### config.mk
export PLATFORM = sky130hd
export DESIGN_NAME = tpam_div
export DESIGN_NICKNAME = d
export VERILOG_FILES = /design/src/rtl/tpam_pkg.sv /design/src/rtl/tpam_div.sv
export SDC_FILE = /design/constraint.sdc
export NUM_CORES = 2
export LEC_CHECK = 0
export CAP_MARGIN = 20
export CORE_MARGIN = 2
export CORE_UTILIZATION = 44
export CTS_CLUSTER_DIAMETER = 150
export CTS_CLUSTER_SIZE = 24
export DETAILED_ROUTE_END_ITERATION = 7
export DONT_BUFFER_PORTS = 1
export REMOVE_ABC_BUFFERS = 1
export SLEW_MARGIN = 40
export SYNTH_ARGS = -nofsm -noshare
export SYNTH_HDL_FRONTEND = slang
export SYNTH_SLANG_ARGS = --single-unit
### constraint.sdc
create_clock -name clk -period 7.25 [get_ports clk]
set_input_delay 0.725 -clock clk [delete_from_list [all_inputs] [get_ports clk]]
set_output_delay 0.725 -clock clk [all_outputs]
set_load 0.02 [all_outputs]
### src/rtl/tpam_pkg.sv
// Shared types, widths and constants for the three-point affine map.
// Used by tpam_front, tpam_div and three_point_affine_map; no dependencies.
package tpam_pkg;

    // Saturation range of the results (signed COORD_BITS).
    localparam int COORD_BITS = 16;

    // Fixed field widths of the ports.
    localparam int CW      = 16;
    localparam int CFG_W   = 64;
    localparam int IDX_W   = 2;
    localparam int STAT_W  = 2;

    // Internal widths.
    localparam int EW  = CW + 1;        // edge vectors, point offsets
    localparam int PW  = 2 * EW;        // edge products
    localparam int DW  = PW + 1;        // det, k1n, k2n
    localparam int DDW = DW + 1;        // |2*det|
    localparam int MW  = DW + EW;       // k*edge products
    localparam int BW  = CW + DW;       // base*det products
    localparam int SW  = MW + 2;        // sum of three products
    localparam int NW  = SW + 2;        // 2*sum + det
    localparam int QW  = COORD_BITS + 1;// quotient bits kept by the divider
    localparam int LW  = NW + QW;       // divider compare width

    localparam int FRONT_LAT = 7;
    localparam int DIV_LAT   = QW + 2;

    localparam logic [QW-1:0] HI_Q  = QW'((64'd1 << (COORD_BITS - 1)) - 64'd1);
    localparam logic [QW-1:0] NEG_Q = QW'(64'd1 << (COORD_BITS - 1));

    typedef logic signed [CW-1:0] coord_t;
    typedef logic signed [EW-1:0] edge_t;

    // Packed as in the register: dy 63:48, dx 47:32, sy 31:16, sx 15:0.
    typedef struct packed {
        coord_t dy;
        coord_t dx;
        coord_t sy;
        coord_t sx;
    } pair_t;

    typedef struct packed {
        logic valid;
        logic degen;
    } tag_t;

    typedef struct packed {
        logic          neg;
        logic [NW-1:0] mag;
    } num_t;

    typedef enum logic [STAT_W-1:0] {
        ST_OK    = 2'd0,
        ST_DEGEN = 2'd1,
        ST_SAT   = 2'd2
    } status_t;

    typedef enum logic [IDX_W-1:0] {
        REG_PAIR0 = 2'd0,
        REG_PAIR1 = 2'd1,
        REG_PAIR2 = 2'd2
    } reg_idx_t;

    function automatic edge_t ext(input coord_t a);
        ext = {a[CW-1], a};
    endfunction

endpackage

### src/rtl/tpam_div.sv
// Pipelined restoring divider with saturation, one quotient bit per stage.
// Depends on tpam_pkg.
module tpam_div
(
    input  logic                     clk,
    input  tpam_pkg::num_t           num,
    input  logic [tpam_pkg::DDW-1:0] dabs,
    output tpam_pkg::coord_t         q,
    output logic                     sat
);
    import tpam_pkg::*;

    logic [NW-1:0] rem_reg [0:QW];
    logic [NW-1:0] rem_next [0:QW];
    logic [QW-1:0] q_reg [0:QW];
    logic [QW-1:0] q_next [0:QW];
    logic          neg_reg [0:QW];
    logic          neg_next [0:QW];
    logic          ovf_reg [0:QW];
    logic          ovf_next [0:QW];
    logic [LW-1:0] trial;
    logic [QW-1:0] uq;
    logic [QW-1:0] val;
    logic          sat_c;
    coord_t        q_out_reg, q_out_next;
    logic          sat_reg, sat_next;

    always_comb
    begin
        // overflow check: quotient would not fit QW bits
        rem_next[0] = num.mag;
        q_next[0]   = '0;
        neg_next[0] = num.neg;
        ovf_next[0] = (LW'(num.mag) >= (LW'(dabs) << QW));
        trial       = '0;
        for (int s = 0; s < QW; s++)
        begin
            trial         = LW'(dabs) << (QW - 1 - s);
            neg_next[s+1] = neg_reg[s];
            ovf_next[s+1] = ovf_reg[s];
            if (LW'(rem_reg[s]) >= trial)
            begin
                rem_next[s+1] = rem_reg[s] - NW'(trial);
                q_next[s+1]   = {q_reg[s][QW-2:0], 1'b1};
            end
            else
            begin
                rem_next[s+1] = rem_reg[s];
                q_next[s+1]   = {q_reg[s][QW-2:0], 1'b0};
            end
        end

        // clamp to the signed COORD_BITS range
        uq = q_reg[QW];
        if (neg_reg[QW])
        begin
            sat_c = ovf_reg[QW] || (uq > NEG_Q);
            val   = QW'(0) - (sat_c ? NEG_Q : uq);
        end
        else
        begin
            sat_c = ovf_reg[QW] || (uq > HI_Q);
            val   = sat_c ? HI_Q : uq;
        end
        q_out_next = val[CW-1:0];
        sat_next   = sat_c;
    end

    always_ff @(posedge clk)
    begin
        for (int s = 0; s <= QW; s++)
        begin
            rem_reg[s] <= rem_next[s];
            q_reg[s]   <= q_next[s];
            neg_reg[s] <= neg_next[s];
            ovf_reg[s] <= ovf_next[s];
        end
        q_out_reg <= q_out_next;
        sat_reg   <= sat_next;
    end

    assign q   = q_out_reg;
    assign sat = sat_reg;

endmodule

Yosys cells after proc, flatten, opt, wreduce, memory -nomap -nowiden
Memory sizes are Yosys's and may differ from the RTL's. Cells that the tools add are included. Widths: inputs -> output; s select.

Logic and storage cells: 84. RAM bits: 1350. Memories: 4. Input port bits: 94. Register bits after elaboration: 17. Output and inout bits: 17.

Reduce and logical (&&, ||, !) cells: 2. Magnitude comparators: 20. Multiplexer cells: 38. $add $sub $neg: 18.

Memory list: rem_reg (depth 18, width 56, read ports 17, clocked after Yosys merged registers in 0, write ports 18, RTL line tpam_div.sv:13) `logic [NW-1:0] rem_reg [0:QW];`; q_reg (depth 18, width 17, read ports 18, clocked after Yosys merged registers in 0, write ports 18, RTL line tpam_div.sv:15) `logic [QW-1:0] q_reg [0:QW];`; neg_reg (depth 18, width 1, read ports 18, clocked after Yosys merged registers in 0, write ports 18, RTL line tpam_div.sv:17) `logic neg_reg [0:QW];`; ovf_reg (depth 18, width 1, read ports 18, clocked after Yosys merged registers in 0, write ports 18, RTL line tpam_div.sv:19) `logic ovf_reg [0:QW];`.

Operators by type and width (count): $mux 56 (17); $ge 56x36->1 (1); $ge 56x37->1 (1); $ge 56x38->1 (1); $ge 56x39->1 (1); $ge 56x40->1 (1); $ge 56x41->1 (1); $ge 56x42->1 (1); $ge 56x43->1 (1); $ge 56x44->1 (1); $ge 56x45->1 (1); $ge 56x46->1 (1); $ge 56x47->1 (1); $ge 56x48->1 (1); $ge 56x49->1 (1); $ge 56x50->1 (1); $ge 56x51->1 (1); $ge 56x52->1 (1); $ge 56x53->1 (1); $sub 56x36->56 (1); $sub 56x37->56 (1); $sub 56x38->56 (1); $sub 56x39->56 (1); $sub 56x40->56 (1); 18 further kinds (38).

Longest topological paths before layout
An unclocked memory read counts as a cell.

Depth after elaboration: 6. Gate-level depth with buffers: 16.

Worst setup path after synthesis
Ideal clock, no wire load.

Path type: in2reg. Start point: in dabs[1] (netlist name). End point: mem rem_reg[6][50] (netlist name). Library setup time: 0.118 ns. Slack: 3.165 ns. Arrival time: 3.967 ns. Stages on the path: 12. Required time: 7.132 ns. Cells stage by stage: inv_1 -> ha_1 -> nor2b_1 -> o31a_1 -> o311ai_1 -> nand4_1 -> a311oi_2 -> o21ai_1 -> a211oi_2 -> o211ai_1 -> a2111o_1 -> xnor2_1.

RTL lines: from (decl) (RTL line tpam_div.sv:7) `input logic [tpam_pkg::DDW-1:0] dabs,`; to (decl) (RTL line tpam_div.sv:13).

==> results.json <==
{
  "outcome": "complete, no violations",
  "die_h_microns": 396,
  "finalClockSkew_ns": 0.0367,
  "slew_viol_final": 0,
  "hp-class": "primary input to flop",
  "fin_cells": 9929,
  "detail-route-antenna-nets": 0,
  "start_util_pct": 44.1,
  "dp_cells": 9812,
  "num_vias": 58000,
  "fin_util_pct": 46.8,
  "drive_gt1_share_pct": 4.26,
  "yosysWarnings": 0,
  "syn_inst": 7994,
  "port_buffers": 0,
  "tightestPinTransition_ns": 0.975,
  "post-route-period-util_pct": 62.3,
  "overflow": 0,
  "crit_arrival_ns": 5.10,
  "cts_tree": "built",
  "rsz0062_at_grt": "false",
  "numCtsBuffers": 54,
  "synthDominantCellAreaShare_pct": 34.2,
  "grt_pass1_vias": 55600,
  "largest_reg_flops": 952,
  "wl_per_cell_microns": 21.0,
  "finalNetCount": 8642,
  "firstDrtPassIters": 6,
  "drc": 0,
  "yosysMostFrequentCell": "dfxtp_1",
  "synth_flop_cell": "dfxtp_1",
  "nFillCells": 15100,
  "routed_via_density": 5.84,
  "core_sq_um": 154000,
  "yosys-top-cells-area": "dfxtp_1 34%, ha_1 12%, a21oi_1 6.2%",
  "crit_path_end_kind": "flop",
  "critPathLaunchType": "primary input",
  "hold_viol": 0,
  "clk_latency_ns": 0.72,
  "syn_to_final_growth_pct": 6.06,
  "relSlewSlack_pct": 34.2,
  "n_antenna_cell": 0,
  "cts.clk_slew.worst_paths_ns": 0.10,
  "p_sw_share_pct": 45.0,
  "design_power_total_mw": 32.9,
  "drtIter0Drc": 3960,
  "required_ns": 7.83,
  "cap_violations": 0,
  "comb_power_share_pct": 56.5,
  "antenna_found_initial": 6,
  "gp_congestion": 0.957,
  "vdd_drop_max_mv": 0.235,
  "syn_avg_cell_area_sq_um": 8.48,
  "fmax_mhz": 221,
  "hpwlAfterDp_microns": 160000,
  "setup_tns_ns": 0,
  "critPathMaxFanout": 68,
  "synth-edff-count": 0,
  "synthesis.area_sq_um": 67800,
  "leakage_nw": 29.8,
  "grt_pass1_wl_microns": 320000,
  "die-area_sq_um": 157000,
  "yosys-top-cells-count": "1158 x dfxtp_1, 840 x a21oi_1, 716 x nand2_1, 649 x ha_1, 601 x nor2_1",
  "htree_num_levels": 2,
  "cts-root-buf": "clkbuf_16",
  "setup_viol": 0,
  "routed_wl_microns": 208000,
  "clk_path_buf_depth": 3,
  "rows": 144,
  "yosysTopAreaCell": "dfxtp_1",
  "grtUsageTotal_pct": 25.6,
  "power_density_nw_per_um2": 458,
  "die_width_microns": 396,
  "async_reset_ff_share_pct": 0,
  "fin_crit_ns": 4.52,
  "ys_seq_elements": 1158,
  "cts_setup_buffers": 0,
  "power_frac_seq_pct": 33.0,
  "worst-setup-path-type": "primary input to flop",
  "yosysUniqueCellTypes": 110,
  "ys_seq_area_share_pct": 34.2,
  "p_clk_share_pct": 10.5,
  "io_pins": 111,
  "grt_max_degree": 73,
  "p_sw_mw": 14.8,
  "clock_sinks": 1158,
  "p_int_mw": 18.1
}
## per-stage QoR
stage                     instance area (sq um)  setup slack [ns]  hold slack [ns]
after floorplan                           66600             0.500            0.310
after global routing                      71900              2.32            0.241
after global placement                    69800              1.77            0.310
after CTS                                 71800              2.80            0.200
final                                     71900              2.73            0.256
after detailed placement                  69800              2.00            0.312
## repair_timing
action | 4_1_cts | 5_1_grt
endpoints found under the hold margin | 57 | 0
hold buffers | 57 | 0
gates resized for setup | 0 | 0
## routing by layer
| layer | global-route usage, % | routed length, microns | vias up |
|---|---|---|---|
| met5 | 0 | 0 | - |
| met4 | 10.4 | 9290 | 0 |
| met3 | 2.57 | 9690 | 391 |
| met2 | 43.8 | 97800 | 1572 |
| met1 | 33.0 | 91500 | 27300 |
| li1 | - | - | 28700 |
## worst max-delay path, cell delays in order
cell and delay (ns):
clkinv_1 0.59, buf_4 0.48, ha_1 0.32, nand2_1 0.06
nor3_1 0.15, nand4_1 0.20, o311ai_0 0.89, a31oi_1 0.24
o211ai_1 0.21, buf_4 0.59, o311ai_0 0.39, xnor2_1 0.23
## power by group through the flow
stage | Combinational (mW) | Sequential [mW] | Clock [mW]
final | 18.6 | 10.9 | 3.46
after floorplan | 14.3 | 10.0 | 0
after detailed placement | 18.2 | 11.0 | 0
after global routing | 20.6 | 11.1 | 3.79
after global placement | 18.1 | 11.0 | 0
after CTS | 18.4 | 10.9 | 3.59
## layout by cell type (no fill, tap or decap), types with 68 or more instances in the layout
cell type	count
a31oi_1	77
nor2_1	601
nand2b_1	82
xor2_1	293
buf_4	68
o21ai_0	592
a21o_1	341
o21a_1	76
mux2_2	76
nor3_1	155
nand4_1	184
nor4_1	106
o21bai_1	81
xnor2_1	397
dfxtp_1	1157
a21oi_1	839
nor2b_1	91
ha_1	649
inv_1	207
nand2_1	716
nand3_1	150
## logic make-up after synthesis
logic type,synth area share (%)
muxes,1.45
and+or+nand+nor,17.4
buffers and inverters,2.96
xor gates and xnor gates,8.92
AOI/OAI and AO/OA,22.6
DFF,34.2
adders and majority gates,12.5
## final timing paths
kind / startpoint / endpoint / slack (ns) / cells past startpoint
setup / recovery: dabs[1] / rem_reg[1][54] / 2.73 / 12
hold / removal: dabs[0] / rem_reg[1][16] / 0.26 / 2
hold reg to reg: q_reg[10][1] / q_reg[11][2] / 0.33 / 0
setup reg to reg: rem_reg[14][40] / rem_reg[15][19] / 3.01 / 11
## area by class of cell
cell class / instances / area, sq um / area share (%)
clock buffers: 55 / 1380 / 1.92
clock inverters: 3 / 48.8 / 0.0679
inverters: 219 / 823 / 1.15
multi-input cells: 6321 / 42700 / 59.4
flip-flops and latches: 1158 / 23200 / 32.3
well taps: 2044 / 2560 / 3.56
repair buffers: 129 / 1170 / 1.63
Power figures use the tool's default switching activity.
